<file path="src/rtl/ulwc_pkg.sv">
`timescale 1ns / 1ps
`default_nettype none
// ----------------------------------------------------------------------------
// ulwc_pkg: shared types and constants for the UTF-8 line width clipper
// Transaction payloads, the front-to-back job record, UTF-8 lead byte codes
// and the display width classification of a code point.
// ----------------------------------------------------------------------------
package ulwc_pkg;

   // input transaction payload
   typedef struct packed {
      logic [7:0] byte_value;
      logic       has_byte;
      logic       end_of_line;
   } req_type;

   // result transaction payload
   typedef struct packed {
      logic [7:0] out_byte;
      logic       line_done;
   } rsp_type;

   // work handed from front to back: character bytes to emit, then a newline if eol
   typedef struct packed {
      logic [2:0]      count;
      logic [3:0][7:0] bytes;
      logic            eol;
   } job_type;

   // UTF-8 lead byte patterns
   localparam logic [7:0] LEAD2_MASK = 8'hE0;
   localparam logic [7:0] LEAD2_CODE = 8'hC0;
   localparam logic [7:0] LEAD3_MASK = 8'hF0;
   localparam logic [7:0] LEAD3_CODE = 8'hE0;
   localparam logic [7:0] LEAD4_MASK = 8'hF8;
   localparam logic [7:0] LEAD4_CODE = 8'hF0;

   // payload masks of lead bytes
   localparam logic [7:0] LEAD2_BITS = 8'h1F;
   localparam logic [7:0] LEAD3_BITS = 8'h0F;
   localparam logic [7:0] LEAD4_BITS = 8'h07;

   // control characters take no output
   localparam logic [20:0] FIRST_PRINTABLE = 21'h20;
   localparam logic [20:0] DEL_CODE        = 21'h7F;

   localparam logic [7:0] NEWLINE   = 8'h0A;
   localparam int         LIMIT_RST = 79;

   // display width in cells: 0 for combining marks, 2 for wide scripts
   function automatic logic [1:0] width_of(input logic [20:0] c);
      logic zero_w;
      logic wide_w;
      zero_w = (c >= 21'h00300 && c <= 21'h0036F) ||
               (c >= 21'h0200B && c <= 21'h0200F) ||
               (c >= 21'h0FE00 && c <= 21'h0FE0F);
      wide_w = (c >= 21'h01100 && c <= 21'h0115F) ||
               (c >= 21'h02E80 && c <= 21'h0A4CF) ||
               (c >= 21'h0AC00 && c <= 21'h0D7A3) ||
               (c >= 21'h0F900 && c <= 21'h0FAFF) ||
               (c >= 21'h0FE10 && c <= 21'h0FE6F) ||
               (c >= 21'h0FF01 && c <= 21'h0FF60) ||
               (c >= 21'h1F000 && c <= 21'h1FAFF) ||
               (c >= 21'h20000 && c <= 21'h3FFFF);
      if (zero_w) begin
         return 2'd0;
      end else if (wide_w) begin
         return 2'd2;
      end
      return 2'd1;
   endfunction

endpackage
`default_nettype wire

</file>
<file path="src/rtl/ulwc_front.sv">
`timescale 1ns / 1ps
`default_nettype none
// ----------------------------------------------------------------------------
// ulwc_front: UTF-8 decoder and column fit test
// Decodes one byte per transaction, tracks cells used on the line and hands
// each complete, fitting printable character (and the end of line) to the back end.
// ----------------------------------------------------------------------------
module ulwc_front #(
   parameter int LIMIT_BITS = 12
) (
   input  wire                    clock,
   input  wire                    reset,
   input  wire                    item_accept,
   input  wire ulwc_pkg::req_type item,
   input  wire                    csr_valid,
   input  wire  [LIMIT_BITS-1:0]  csr_data,
   output logic                   job_push,
   output ulwc_pkg::job_type      job
);
   import ulwc_pkg::*;

   logic [LIMIT_BITS-1:0] limit_ff;
   logic [20:0]           partial_ff, partial_in;
   logic [1:0]            rem_ff, rem_in;
   logic [2:0]            seq_ff, seq_in;
   logic [3:0][7:0]       held_ff, held_in;
   logic [LIMIT_BITS-1:0] used_ff, used_in;
   logic                  stopped_ff, stopped_in;

   logic [20:0]           code;
   logic                  fin;
   logic [2:0]            emit_cnt;
   logic [1:0]            size;
   logic [LIMIT_BITS:0]   sum;
   logic [1:0]            pos;
   logic [2:0]            pos_diff;
   logic [7:0]            b;

   assign b        = item.byte_value;
   assign pos_diff = seq_ff - {1'b0, rem_ff};
   assign pos      = pos_diff[1:0];

   // decode, fit test and next line state
   always_comb begin
      partial_in = partial_ff;
      rem_in     = rem_ff;
      seq_in     = seq_ff;
      held_in    = held_ff;
      used_in    = used_ff;
      stopped_in = stopped_ff;
      fin        = 1'b0;
      code       = partial_ff;
      emit_cnt   = 3'd0;

      if (item.has_byte && !stopped_ff) begin
         if (rem_ff == 2'd0) begin
            held_in[0] = b;
            priority if ((b & LEAD2_MASK) == LEAD2_CODE) begin
               partial_in = 21'(b & LEAD2_BITS);
               seq_in     = 3'd2;
               rem_in     = 2'd1;
            end else if ((b & LEAD3_MASK) == LEAD3_CODE) begin
               partial_in = 21'(b & LEAD3_BITS);
               seq_in     = 3'd3;
               rem_in     = 2'd2;
            end else if ((b & LEAD4_MASK) == LEAD4_CODE) begin
               partial_in = 21'(b & LEAD4_BITS);
               seq_in     = 3'd4;
               rem_in     = 2'd3;
            end else if (b[7]) begin
               // stray continuation or invalid lead
               stopped_in = 1'b1;
            end else begin
               partial_in = 21'(b);
               seq_in     = 3'd1;
               code       = 21'(b);
               fin        = 1'b1;
            end
         end else begin
            // continuation: low six bits only, not checked
            held_in[pos] = b;
            code         = {partial_ff[14:0], b[5:0]};
            partial_in   = code;
            rem_in       = rem_ff - 2'd1;
            fin          = (rem_ff == 2'd1);
         end
      end

      size = width_of(code);
      sum  = {1'b0, used_ff} + (LIMIT_BITS+1)'(size);

      if (fin) begin
         if (sum > {1'b0, limit_ff}) begin
            stopped_in = 1'b1;
         end else if (code >= FIRST_PRINTABLE && code != DEL_CODE) begin
            emit_cnt = seq_in;
            used_in  = sum[LIMIT_BITS-1:0];
         end
      end

      // end of line clears the line state
      if (item.end_of_line) begin
         partial_in = '0;
         rem_in     = '0;
         seq_in     = '0;
         used_in    = '0;
         stopped_in = 1'b0;
      end
   end

   assign job_push  = item_accept && (emit_cnt != 3'd0 || item.end_of_line);
   assign job.count = emit_cnt;
   assign job.bytes = held_in;
   assign job.eol   = item.end_of_line;

   // line state
   always_ff @(posedge clock) begin
      if (reset) begin
         partial_ff <= '0;
         rem_ff     <= '0;
         seq_ff     <= '0;
         used_ff    <= '0;
         stopped_ff <= 1'b0;
      end else if (item_accept) begin
         partial_ff <= partial_in;
         rem_ff     <= rem_in;
         seq_ff     <= seq_in;
         used_ff    <= used_in;
         stopped_ff <= stopped_in;
      end
   end

   // held character bytes, no reset
   always_ff @(posedge clock) begin
      if (item_accept) begin
         held_ff <= held_in;
      end
   end

   // column limit register
   always_ff @(posedge clock) begin
      if (reset) begin
         limit_ff <= LIMIT_BITS'(LIMIT_RST);
      end else if (csr_valid) begin
         limit_ff <= csr_data;
      end
   end

endmodule
`default_nettype wire

</file>
<file path="src/rtl/ulwc_queue.sv">
`timescale 1ns / 1ps
`default_nettype none
// ----------------------------------------------------------------------------
// ulwc_queue: job queue between front and back
// Small circular buffer of job records; push and pop may share a cycle.
// ----------------------------------------------------------------------------
module ulwc_queue #(
   parameter int DEPTH = 4
) (
   input  wire                     clock,
   input  wire                     reset,
   input  wire                     push,
   input  wire ulwc_pkg::job_type  push_job,
   input  wire                     pop,
   output logic                    full,
   output logic                    not_empty,
   output ulwc_pkg::job_type       head
);
   import ulwc_pkg::*;

   localparam int PTR_W = (DEPTH > 1) ? $clog2(DEPTH) : 1;
   localparam int CNT_W = $clog2(DEPTH + 1);

   job_type            store_ff [DEPTH];
   logic [PTR_W-1:0]   wr_ff, wr_in;
   logic [PTR_W-1:0]   rd_ff, rd_in;
   logic [CNT_W-1:0]   cnt_ff, cnt_in;
   logic               do_push;
   logic               do_pop;

   assign full      = (cnt_ff == CNT_W'(DEPTH));
   assign not_empty = (cnt_ff != '0);
   assign head      = store_ff[rd_ff];
   assign do_push   = push && !full;
   assign do_pop    = pop && not_empty;

   // pointer and fill count
   always_comb begin
      wr_in  = wr_ff;
      rd_in  = rd_ff;
      cnt_in = cnt_ff;
      if (do_push) begin
         wr_in = (wr_ff == PTR_W'(DEPTH - 1)) ? '0 : wr_ff + PTR_W'(1);
      end
      if (do_pop) begin
         rd_in = (rd_ff == PTR_W'(DEPTH - 1)) ? '0 : rd_ff + PTR_W'(1);
      end
      if (do_push && !do_pop) begin
         cnt_in = cnt_ff + CNT_W'(1);
      end else if (do_pop && !do_push) begin
         cnt_in = cnt_ff - CNT_W'(1);
      end
   end

   always_ff @(posedge clock) begin
      if (reset) begin
         wr_ff  <= '0;
         rd_ff  <= '0;
         cnt_ff <= '0;
      end else begin
         wr_ff  <= wr_in;
         rd_ff  <= rd_in;
         cnt_ff <= cnt_in;
      end
   end

   // entry storage
   always_ff @(posedge clock) begin
      if (do_push) begin
         store_ff[wr_ff] <= push_job;
      end
   end

endmodule
`default_nettype wire

</file>
<file path="src/rtl/ulwc_back.sv">
`timescale 1ns / 1ps
`default_nettype none
// ----------------------------------------------------------------------------
// ulwc_back: result serialiser
// Takes one job at a time and emits its character bytes, then the closing
// newline of an eol job; one result per unstalled cycle via an output register.
// ----------------------------------------------------------------------------
module ulwc_back (
   input  wire                     clock,
   input  wire                     reset,
   input  wire                     job_valid,
   input  wire ulwc_pkg::job_type  job,
   output logic                    job_pop,
   output logic                    rsp_valid,
   input  wire                     rsp_stall,
   output ulwc_pkg::rsp_type       rsp_data
);
   import ulwc_pkg::*;

   job_type    work_ff;
   logic       work_valid_ff;
   logic [2:0] pos_ff;
   logic       out_valid_ff;
   rsp_type    out_ff, out_in;
   logic       out_free;
   logic       adv;
   logic       is_char;
   logic       last;

   assign out_free = !out_valid_ff || !rsp_stall;
   assign adv      = work_valid_ff && out_free;
   assign is_char  = (pos_ff < work_ff.count);
   assign last     = work_ff.eol ? (pos_ff == work_ff.count)
                                 : (pos_ff + 3'd1 == work_ff.count);
   assign job_pop  = job_valid && (!work_valid_ff || (adv && last));

   // next result from the working job
   always_comb begin
      if (is_char) begin
         out_in.out_byte  = work_ff.bytes[pos_ff[1:0]];
         out_in.line_done = 1'b0;
      end else begin
         out_in.out_byte  = NEWLINE;
         out_in.line_done = 1'b1;
      end
   end

   // working job and position
   always_ff @(posedge clock) begin
      if (reset) begin
         work_valid_ff <= 1'b0;
         pos_ff        <= '0;
      end else if (job_pop) begin
         work_valid_ff <= 1'b1;
         pos_ff        <= '0;
      end else if (adv) begin
         work_valid_ff <= !last;
         pos_ff        <= pos_ff + 3'd1;
      end
   end

   always_ff @(posedge clock) begin
      if (job_pop) begin
         work_ff <= job;
      end
   end

   // output register
   always_ff @(posedge clock) begin
      if (reset) begin
         out_valid_ff <= 1'b0;
      end else if (out_free) begin
         out_valid_ff <= work_valid_ff;
      end
   end

   always_ff @(posedge clock) begin
      if (adv) begin
         out_ff <= out_in;
      end
   end

   assign rsp_valid = out_valid_ff;
   assign rsp_data  = out_ff;

endmodule
`default_nettype wire

</file>
<file path="src/rtl/utf8_line_width_clip.sv">
`timescale 1ns / 1ps
`default_nettype none
// ----------------------------------------------------------------------------
// utf8_line_width_clip: UTF-8 line decoder with display width clipping
// Passes the printable characters of a line until one overflows the column
// limit or a byte is invalid, and closes every line with a newline.
// ----------------------------------------------------------------------------
//  channel   dir   handshake              payload
//  req_*     in    req_valid / req_stall  ulwc_pkg::req_type (one byte)
//  rsp_*     out   rsp_valid / rsp_stall  ulwc_pkg::rsp_type (one byte)
//  csr_*     in    csr_valid / csr_ready  column_limit, LIMIT_BITS bits
//
//  A byte is accepted every cycle while the job queue has room; decode and
//  the fit test finish in the cycle of acceptance.
//  The serialiser gives one result per cycle while rsp_stall is low; an item
//  gives up to five, passing the queue, work register and output register.
//  Synchronous reset clears line state, queue and output, limit to 79.
//  rsp_stall holds the output register; the queue keeps the front running
//  until it fills, then req_stall rises.
// ----------------------------------------------------------------------------
module utf8_line_width_clip #(
   parameter int LIMIT_BITS  = 12,
   parameter int QUEUE_DEPTH = 4
) (
   input  wire                    clock,
   input  wire                    reset,
   input  wire                    req_valid,
   output logic                   req_stall,
   input  wire ulwc_pkg::req_type req_data,
   output logic                   rsp_valid,
   input  wire                    rsp_stall,
   output ulwc_pkg::rsp_type      rsp_data,
   input  wire                    csr_valid,
   output logic                   csr_ready,
   input  wire  [LIMIT_BITS-1:0]  csr_data
);
   import ulwc_pkg::*;

   logic    q_full;
   logic    q_not_empty;
   logic    item_accept;
   logic    job_push;
   logic    job_pop;
   job_type job_in;
   job_type job_head;

   assign req_stall   = q_full;
   assign item_accept = req_valid && !q_full;
   assign csr_ready   = 1'b1;

   ulwc_front #(
      .LIMIT_BITS (LIMIT_BITS)
   ) u_front (
      .clock       (clock),
      .reset       (reset),
      .item_accept (item_accept),
      .item        (req_data),
      .csr_valid   (csr_valid && csr_ready),
      .csr_data    (csr_data),
      .job_push    (job_push),
      .job         (job_in)
   );

   ulwc_queue #(
      .DEPTH (QUEUE_DEPTH)
   ) u_queue (
      .clock     (clock),
      .reset     (reset),
      .push      (job_push),
      .push_job  (job_in),
      .pop       (job_pop),
      .full      (q_full),
      .not_empty (q_not_empty),
      .head      (job_head)
   );

   ulwc_back u_back (
      .clock     (clock),
      .reset     (reset),
      .job_valid (q_not_empty),
      .job       (job_head),
      .job_pop   (job_pop),
      .rsp_valid (rsp_valid),
      .rsp_stall (rsp_stall),
      .rsp_data  (rsp_data)
   );

endmodule
`default_nettype wire

</file>
<file path="config.mk">
export PLATFORM = sky130hd
export DESIGN_NAME = utf8_line_width_clip
export DESIGN_NICKNAME = d
export VERILOG_FILES = /design/src/rtl/ulwc_pkg.sv /design/src/rtl/ulwc_front.sv /design/src/rtl/ulwc_queue.sv /design/src/rtl/ulwc_back.sv /design/src/rtl/utf8_line_width_clip.sv
export SDC_FILE = /design/constraint.sdc
export NUM_CORES = 1
export LEC_CHECK = 0
export BUFFER_PORTS_ARGS = -buffer_cell sky130_fd_sc_hd__buf_2
export CORE_MARGIN = 2
export CORE_UTILIZATION = 35
export DETAILED_ROUTE_END_ITERATION = 6
export MAX_ROUTING_LAYER = met4
export PLACE_DENSITY = 0.52
export RECOVER_POWER = 100
export SETUP_SLACK_MARGIN = 0.2
export SLEW_MARGIN = 20
export SYNTH_ARGS = -nofsm -noshare
export SYNTH_HDL_FRONTEND = slang
export SYNTH_SLANG_ARGS = --single-unit
</file>
<file path="constraint.sdc">
create_clock -name clock -period 20.9 [get_ports clock]
set_input_delay 3.135 -clock clock [delete_from_list [all_inputs] [get_ports clock]]
set_output_delay 3.135 -clock clock [all_outputs]
set_load 0.005 [all_outputs]
</file>
Word level (Yosys, flattened, before mapping) --
Memory sizes are Yosys's and may differ from the RTL's. A register that Yosys moved wholly into a read port is not among the register bits. Index checks and enable logic that the tools add are counted.
Operators by class: add/subtract/negate cells 8, $lt $le $gt $ge 28, eq/ne operators 12, multiplexer cells 70, reductions and logical operators 55
Operators with widths (count):
- $mux 21 | 12
- $le 21x16->1 const B | 6
- $ge 21x16->1 const B | 5
- $mux 12 | 4
- $ge 21x14->1 const B | 2
- $mux 3 | 12
- $bwmux 32 | 1
- $mux 32 | 1
- $mux 24 | 1
- $mux 8 | 3
- $logic_and 1x1->1 | 23
- $mux 1 | 23
- $mux 2 | 11
- $ge 21x10->1 const B | 1
- $ge 21x13->1 const B | 1
- $ge 21x17->1 const B | 1
- $ge 21x18->1 const B | 1
- $ge 21x6->1 const B | 1
- $le 21x10->1 const B | 1
- $le 21x13->1 const B | 1
- $le 21x14->1 const B | 1
- $le 21x17->1 const B | 1
- $le 21x18->1 const B | 1
- $ne 21x7->1 const B | 1
- 29 further kinds | 58
Storage, ports and cells: bits in registers 104, RAM bits 144, output and inout bits 12, logic and storage cells 192, memories kept 1
Memories:
- u_queue.store_ff | depth 4, bits a word 36, rd ports 1, clocked after Yosys merged registers in 1, wr ports 1, line ulwc_queue.sv:24 | job_type store_ff [DEPTH];

Depth between registers and ports, before layout --
Gate-level depths: netlist (run 1).
depth after elaboration 30, gate-level depth with buffers 34, depth with buffers taken out 31

Cells and area by module --
From an unflattened synthesis (run 1), not the netlist that was laid out.
Second synthesis, totals: cells, all modules 939, area, all modules 12912.4 sq um
Modules (own cells, without submodules):
- ulwc_queue | times used 1, cells each 238, area an instance 5700.5 sq um, seq. area each 4504.3 sq um
- ulwc_front | times used 1, cells each 596, area an instance 5237.5 sq um, seq. area each 1981.9 sq um
- ulwc_back | times used 1, cells each 102, area an instance 1949.4 sq um, seq. area each 1451.4 sq um
- utf8_line_width_clip | times used 1, cells each 3, area an instance 25.0 sq um, seq. area each 0.0 sq um

Least setup slack after synthesis (run 1) --
Ideal clock, no wire load.
path type input -> register, start input port req_data[1] (netlist bit), end memory u_queue.store_ff[3][0] (netlist bit), enable pin, setup time 0.397 ns, arrival time 8.621 ns, slack 11.882 ns, stages on the path 27, path through and2b_1 > buf_2 > buf_2 > nand4_1 > a31oi_1 > and4_1 > a221oi_1 > nor3_1 > o2111ai_1 > a211oi_1 > ha_1 > inv_1 > fa_1 > nor2b_1 > nand4_1 > nor2_1 > and3_1 > nand2b_1 > nand2_1 > ha_1 > o21ai_0 > nand2b_1 > a21oi_1 > nor2_1 > a32oi_1 > a41o_1 > and3_1
On the way: cells in the longest elaborated chain, start to end 24, elaborated cells between the ends (all ways) 64
RTL lines:
- from (decl) | line utf8_line_width_clip.sv:29 | input wire ulwc_pkg::req_type req_data,
- $logic_and 1x1->1 (*) | line ulwc_front.sv:55 | if (item.has_byte && !stopped_ff) begin
- $mux 21 | line ulwc_front.sv:55
- $ge 21x13->1, or another cell as far along | line ulwc_pkg.sv:57 | wide_w = (c >= 21'h01100 && c <= 21'h0115F) ||
- $logic_and 1x1->1 (on tied branches) | line ulwc_pkg.sv:57, ulwc_pkg.sv:58
- $logic_or 1x1->1 | line ulwc_pkg.sv:57
- $logic_or 1x1->1 | line ulwc_pkg.sv:58 | (c >= 21'h02E80 && c <= 21'h0A4CF) ||
- $logic_or 1x1->1 | line ulwc_pkg.sv:59 | (c >= 21'h0AC00 && c <= 21'h0D7A3) ||
- $logic_or 1x1->1 | line ulwc_pkg.sv:60 | (c >= 21'h0F900 && c <= 21'h0FAFF) ||
- (+8 left out)
- $mux 3 | line ulwc_front.sv:93 | if (sum > {1'b0, limit_ff}) begin
- $mux 3 (*) | line ulwc_front.sv:92 | if (fin) begin
- $reduce_bool 3->1 (*) | line ulwc_front.sv:111 | assign job_push = item_accept && (emit_cnt != 3'd0 || item.end_of_line);
- $logic_or 1x1->1 (*) | line ulwc_front.sv:111
- $logic_and 1x1->1 (*) | line ulwc_front.sv:111
- $logic_and 1x1->1 (*) | line ulwc_queue.sv:34 | assign do_push = push && !full;
- $mux 1 (*) | line ulwc_queue.sv:69 | if (do_push) begin
- $mux 1 (not written as such) (*) | line ulwc_queue.sv:70 | store_ff[wr_ff] <= push_job;
- to (decl) | line ulwc_queue.sv:24
Every way passes the cells marked *; elsewhere a longest branch is shown, timed or not.

Worst setup path in the final report (run 1) --
start input port req_data[1] (netlist bit), end memory u_queue.store_ff[3][5] (netlist bit), enable pin
Same word-level chain as after synthesis.

==> results of run 1 <==
==> cell families after synthesis <==
kind of cell    Yosys count
compound gates          185
xor+xnor                 15
fa+ha+maj                27
buf+inv                  90
flops                   284
mux                      91
other cells               1
simple gates            251
==> critical path, cell delays in order <==
cell and delay (ns):
clkbuf_1 0.19, and2b_1 0.15, clkbuf_1 1.06, nand2_1 0.76, o31a_1 0.52, nor3_1 0.22
a221oi_1 0.12, nor3_1 0.19, o2111ai_1 0.21, a211oi_1 0.25, ha_1 0.21, inv_1 0.05
fa_1 0.42, nor2b_1 0.17, nand4_1 0.15, nor2_1 0.19, and3_1 0.21, nand2b_1 0.13
nand2_1 0.07, ha_1 0.18, nor4_1 0.27, o311ai_0 0.19, a32oi_1 0.50, a41o_1 0.33
and3_2 0.19, clkbuf_1 1.86
==> stage by stage <==
step | hold WS (ns) | area (µm²) | std cells
2_1_floorplan | 0.4482 | 12880 | 944
3_3_place_gp | 0.4645 | 13530 | 1409
3_5_place_dp | 0.4704 | 13530 | 1409
4_1_cts | 0.4827 | 14580 | 1465
5_1_grt | 0.4958 | 14510 | 1465
6_report | 0.4773 | 14510 | 1465
==> area by class of cell <==
type	count	area (µm²)	share of cell area (%)
tap	468	585.6	4.037
clock inverter	22	282.8	1.949
timing repair buffer	53	245.2	1.691
sequential	284	7900	54.46
inverter	34	127.6	0.8798
clock buffer	34	765.7	5.279
multi-input combinational	570	4599	31.71
==> cell usage after synthesis (all sizes together), types with 16 or more instances <==
cell | number | area (µm²)
mux2i | 16 | 160.2
o21ai | 36 | 180.2
mux4 | 44 | 991.0
nand4 | 16 | 100.1
nor2 | 73 | 279.0
nand2 | 46 | 172.7
nor3 | 19 | 95.09
edfxtp | 221 | 6636
mux2 | 31 | 349.1
clkbuf | 39 | 146.4
a21oi | 30 | 150.1
nand3 | 21 | 117.6
a22oi | 28 | 210.2
dfxtp | 63 | 1261
buf | 17 | 102.6
ha | 25 | 312.8
inv | 34 | 127.6
==> worst max path at each step <==
stage | depth (start not counted) | slack [ns] | to
2_1_floorplan | 27 | 11.88 | u_queue.store_ff[3][0]
3_3_place_gp | 30 | 10.81 | u_queue.cnt_ff[2]
3_5_place_dp | 30 | 10.53 | u_queue.cnt_ff[2]
4_1_cts | 30 | 11.14 | u_queue.cnt_ff[2]
5_1_grt | 26 | 8.23 | u_queue.store_ff[3][17]
6_report | 26 | 9.06 | u_queue.store_ff[3][5]
==> cells in the final DEF, fill, tap and decap left out, drive strengths merged, types with 5 or more instances in the layout <==
cell / count
o31ai: 5
xor2: 6
bufinv: 6
a31oi: 5
nor3: 19
mux2: 31
nand2b: 11
or2: 12
nand4: 16
o211ai: 8
nor2: 73
mux4: 44
nor2b: 12
a22oi: 28
or3: 8
o21ai: 36
dfxtp: 63
inv: 34
a21o: 11
xnor2: 9
o2111ai: 8
clkbuf: 54
buf: 33
ha: 25
and3: 10
nand2: 46
a22o: 6
clkinv: 15
a21oi: 30
nand3: 21
mux2i: 16
a211oi: 6
edfxtp: 221
==> per-layer routing <==
layer	wire length, µm	share of wire (%)	GRT usage, %
met5	0	0	-
met4	626	2.1	5.107
met3	1401	4.6	2.132
met2	13970	46	25.35
met1	14200	47	22.62
==> flip-flops by register name, summed over array words and instances, names as in the netlist <==
signal                cells
u_back.pos_ff             3
u_back.rsp_data           9
u_back.rsp_valid          1
u_back.work_ff           36
u_back.work_valid_ff      1
u_front.held_ff          32
u_front.limit_ff         12
u_front.partial_ff       21
u_front.rem_ff            2
u_front.seq_ff            3
u_front.stopped_ff        1
u_front.used_ff          12
u_queue.cnt_ff            3
u_queue.rd_ff             2
u_queue.store_ff        144
u_queue.wr_ff             2
==> power groups by stage <==
| stage | logic (W) | registers [W] | clock network [W] |
|---|---|---|---|
| 2_1_floorplan | 0.000217 | 0.000768 | 0 |
| 3_3_place_gp | 0.000297 | 0.000780 | 0 |
| 3_5_place_dp | 0.000301 | 0.000783 | 0 |
| 4_1_cts | 0.000302 | 0.000771 | 0.000582 |
| 5_1_grt | 0.000322 | 0.000783 | 0.000603 |
| 6_report | 0.000289 | 0.000773 | 0.000566 |
==> results_dict.tcl, run 1 <==
set metrics [dict create \
    status "finished with violations" \
    violations "max-capacitance violations, max-slew violations" \
    cts_tree "yes" \
    numCtsBuffers 30 \
    synth.cell_area_um2 12880 \
    clkLatencyLatePin_ns 0.58 \
    yosysSeqAreaShare_pct 61.33 \
    p_sw_w 0.0004254 \
    switching_share_pct 26.11 \
    tns_ns 0 \
    grt_pass1_wl_mm 47.80 \
    die_area_um2 38340 \
    grt_max_degree 48 \
    initial_core_util_pct 35.34 \
    tightest_slew_ns 3.510 \
    vias 7994 \
    synth_top_family_by_area "multiplexers" \
    cts_sinks 284 \
    syn_nets 998 \
    fin_util_pct 39.81 \
    grt_overflow 0 \
    cap_violations 8 \
    place_congestion 0.8554 \
    min_path_type "flop to flop" \
    io_pins 39 \
    p_clk_share_pct 34.8 \
    rrSetupSlack_ns 11.42 \
    p_int_w 0.001204 \
    synth-compound-area-share_pct 10.28 \
    drt_iter0_drc 620 \
    synthCells 944 \
    fp.coreArea_um2 36430 \
    max-slew-margin-rel_pct -134.0 \
    required_ns 21.04 \
    p_total_w 0.001629 \
    min_path_cells 1 \
    routed_wirelength_mm 30.20 \
    clk_pin_slew_ns 0.06 \
    hold_viol 0 \
    diodes 0 \
    synth-seq-cells 284 \
    setup_violations 0 \
    antenna_found_initial 0 \
    synth-xor-area-share_pct 1.020 \
    cellLeakagePower_nw 4.976 \
    ys.flop_type "edfxtp_1" \
    n_fill_cell 3420 \
    synth_edf_count 221 \
    powerDensity_nw_per_um2 112.3 \
    critPathMaxFanout 36 \
    remaining_drc_errors 0 \
    ir_drop_mv 0.06497 \
    worstSetupPathType "primary input to flop" \
    rsz0062_at_grt "false" \
    critPathLaunchType "primary input" \
    fmax_mhz 84.45 \
    setup_slack_ns 9.058 \
    cp-startpoint "req_data[1]" \
    worstRegToRegCells 25 \
    whs_endpoint "u_back.rsp_valid" \
    hold_buffers 0 \
    fin_nets 1027 \
    seqPwrFrac_pct 47.5 \
    place_hpwl_mm 18.72 \
    place_ws_ns 10.53 \
    grt_pass1_vias 8050 \
    worst_r2r_startpoint "u_front.stopped_ff" \
    yosys_warnings 0 \
    synth_area_per_cell_um2 13.64 \
    via_per_inst 5.457 \
    async_flop_share_pct 0 \
    drtAntennaViolNets 0 \
    die_h_um 195.8 \
    r2r-end "u_queue.store_ff[3][5]" \
    end_kind "flop" \
    post_drt_wl_per_cell_um 20.61 \
    synth_fa_ha_area_share_pct 2.740 \
    min_period_over_period_pct 56.66 \
    arrival_ns 11.98 \
    post_cts_resized 0 \
    cts_setup_buffers 0 \
    placementRows 70 \
    finClkSkew_ns 0.01359 \
    root_buffer "clkbuf_16" \
    final_layout_size_suffix_gt1_share_pct 15.15 \
    drv_slew 313 \
    dr.pass1.iters 5 \
    io_buffers 37 \
    synthSimpleGateAreaFrac_pct 10.03 \
    syn2layout_area_growth_pct 12.65 \
    synth.distinct_cells 79 \
    worstHoldStart "u_back.work_valid_ff" \
    muxShareOfSynthArea_pct 11.65 \
    clockBufferDepth 3 \
    fin_crit_ns 11.84 \
    htreeDepth 1 \
    die-width_um 195.8 \
    p_comb_share_pct 17.8 \
    grt_usage_pct 16.40 \
]
Note: power is estimated with default switching activity, not from simulation.
==> inputs of run 2 (changes only) <==
==> constraint.sdc (replaced) <==
create_clock -name clock -period 11.8 [get_ports clock]
set_input_delay 1.77 -clock clock [delete_from_list [all_inputs] [get_ports clock]]
set_output_delay 1.77 -clock clock [all_outputs]
set_load 0.005 [all_outputs]
==> results_dict.tcl, run 2 (synthesis results as in run 1) <==
set metrics [dict create \
    status "finished with violations" \
    violations "max-capacitance violations, max-slew violations" \
    end_kind "flop" \
    placementRows 70 \
    remaining_drc_errors 0 \
    top_usage_layer "met2" \
    clk_pin_slew_ns 0.06 \
    worst_r2r_startpoint "u_front.stopped_ff" \
    largest_reg_flops 144 \
    cellLeakagePower_nw 4.959 \
    grt_max_degree 48 \
    critPathLaunchType "primary input" \
    rsz0062_at_grt "false" \
    worstSetupPathType "primary input to flop" \
    hold_viol 0 \
    min_path_type "flop to flop" \
    max-slew-margin-rel_pct -130.7 \
    grt_usage_pct 16.21 \
    final_cell_mix "edfxtp_1, nor2_1, dfxtp_1" \
    finClkSkew_ns 0.02311 \
    clkLatencyLatePin_ns 0.58 \
    cts_tree "yes" \
    post_cts_resized 0 \
    top_register "u_queue.store_ff" \
    cp.depth 26 \
    slowest_delay_ns 1.06 \
    cts_setup_buffers 0 \
    setup_violations 0 \
    place_congestion 0.8565 \
    grt_pass1_vias 8057 \
    reg_top3 "u_queue.store_ff: 144 flops, u_back.work_ff: 36 flops, u_front.held_ff: 32 flops" \
    critPathMaxFanout 36 \
    dr.pass1.iters 5 \
    drtAntennaViolNets 0 \
    place_hpwl_mm 18.61 \
    routed_wirelength_mm 29.94 \
    via_per_inst 5.467 \
    antenna_found_initial 1 \
    grt_util_met1_pct 22.50 \
    drt_iter0_drc 639 \
    post_drt_wl_per_cell_um 20.44 \
    tightest_slew_ns 3.461 \
    use_met2_pct 25.15 \
    die_h_um 195.8 \
    fp.coreArea_um2 36430 \
    die_area_um2 38340 \
    ir_drop_mv 0.09874 \
    cp_top_family "simple AND/OR/NAND/NOR gates" \
    cp_slowest_cell "clkbuf_1" \
    min_period_over_period_pct 79.58 \
    grt_overflow 0 \
    tns_ns 0 \
    final_layout_size_suffix_gt1_share_pct 15.76 \
    grt_pass1_wl_mm 47.49 \
    gr-usage-met3_pct 1.753 \
    fin_nets 1028 \
    numCtsBuffers 31 \
    required_ns 11.98 \
    root_buffer "clkbuf_16" \
    htreeDepth 1 \
    rrSetupSlack_ns 3.38 \
    vias 8009 \
    clockBufferDepth 3 \
    cap_violations 4 \
    arrival_ns 9.57 \
    powerDensity_nw_per_um2 196.6 \
    worstRegToRegCells 25 \
    cp-startpoint "req_data[1]" \
    fmax_mhz 106.5 \
    cts_sinks 284 \
    min_path_cells 1 \
    drv_slew 165 \
    path_buf_inv 4 \
    initial_core_util_pct 35.34 \
    worstHoldStart "u_back.work_valid_ff" \
    hold_buffers 0 \
    die-width_um 195.8 \
    layout_commonest_cell "edfxtp_1" \
    syn2layout_area_growth_pct 12.52 \
    io_pins 39 \
    fin_util_pct 39.77 \
    io_buffers 37 \
    fin_crit_ns 9.390 \
]
## run 2: final timing paths
check,end
setup / recovery,u_queue.store_ff[3][18]
setup reg to reg,u_queue.store_ff[3][18]
hold reg to reg,u_back.rsp_valid
hold / removal,u_back.rsp_valid
## run 2: area by class of cell
class / count / area (µm²)
Antenna cell: 1 / 2.502
Fill cell: 3429 / 21940
Timing Repair Buffer: 53 / 254.0
Multi-Input combinational cell: 570 / 4601
Inverter: 34 / 127.6
Clock inverter: 22 / 236.5
Tap cell: 468 / 585.6
Clock buffer: 33 / 783.3
Sequential cell: 284 / 7900
## run 2: per-layer routing
layer / share of wire (%) / vias up
li1: - / 3734
met1: 47 / 4007
met2: 46 / 214
met3: 4.3 / 54
met4: 2.6 / 0
met5: 0 / -
## run 2: metrics by stage
stage | hold WS (ns) | total power, W | cell area [µm²] | instances | worst slack [ns]
finish | 0.4820 | 0.002849 | 14490 | 1465 | 2.410
global route | 0.5092 | 0.002986 | 14490 | 1465 | 1.690
CTS | 0.4865 | 0.002896 | 14550 | 1464 | 3.411
detailed placement | 0.4730 | 0.001916 | 13530 | 1409 | 2.825
global placement | 0.4642 | 0.001907 | 13530 | 1409 | 3.066
floorplan | 0.4482 | 0.001744 | 12880 | 944 | 4.147
## run 2: report_power, final
part | total, W | switching (W) | internal, W | leakage (nW)
sequential | 0.00137 | 0.0000574 | 0.00131 | 2.57
clock | 0.000970 | 0.000402 | 0.000568 | 0.481
combinational | 0.000510 | 0.000290 | 0.000221 | 1.91
total | 0.00285 | 0.000749 | 0.00210 | 4.96
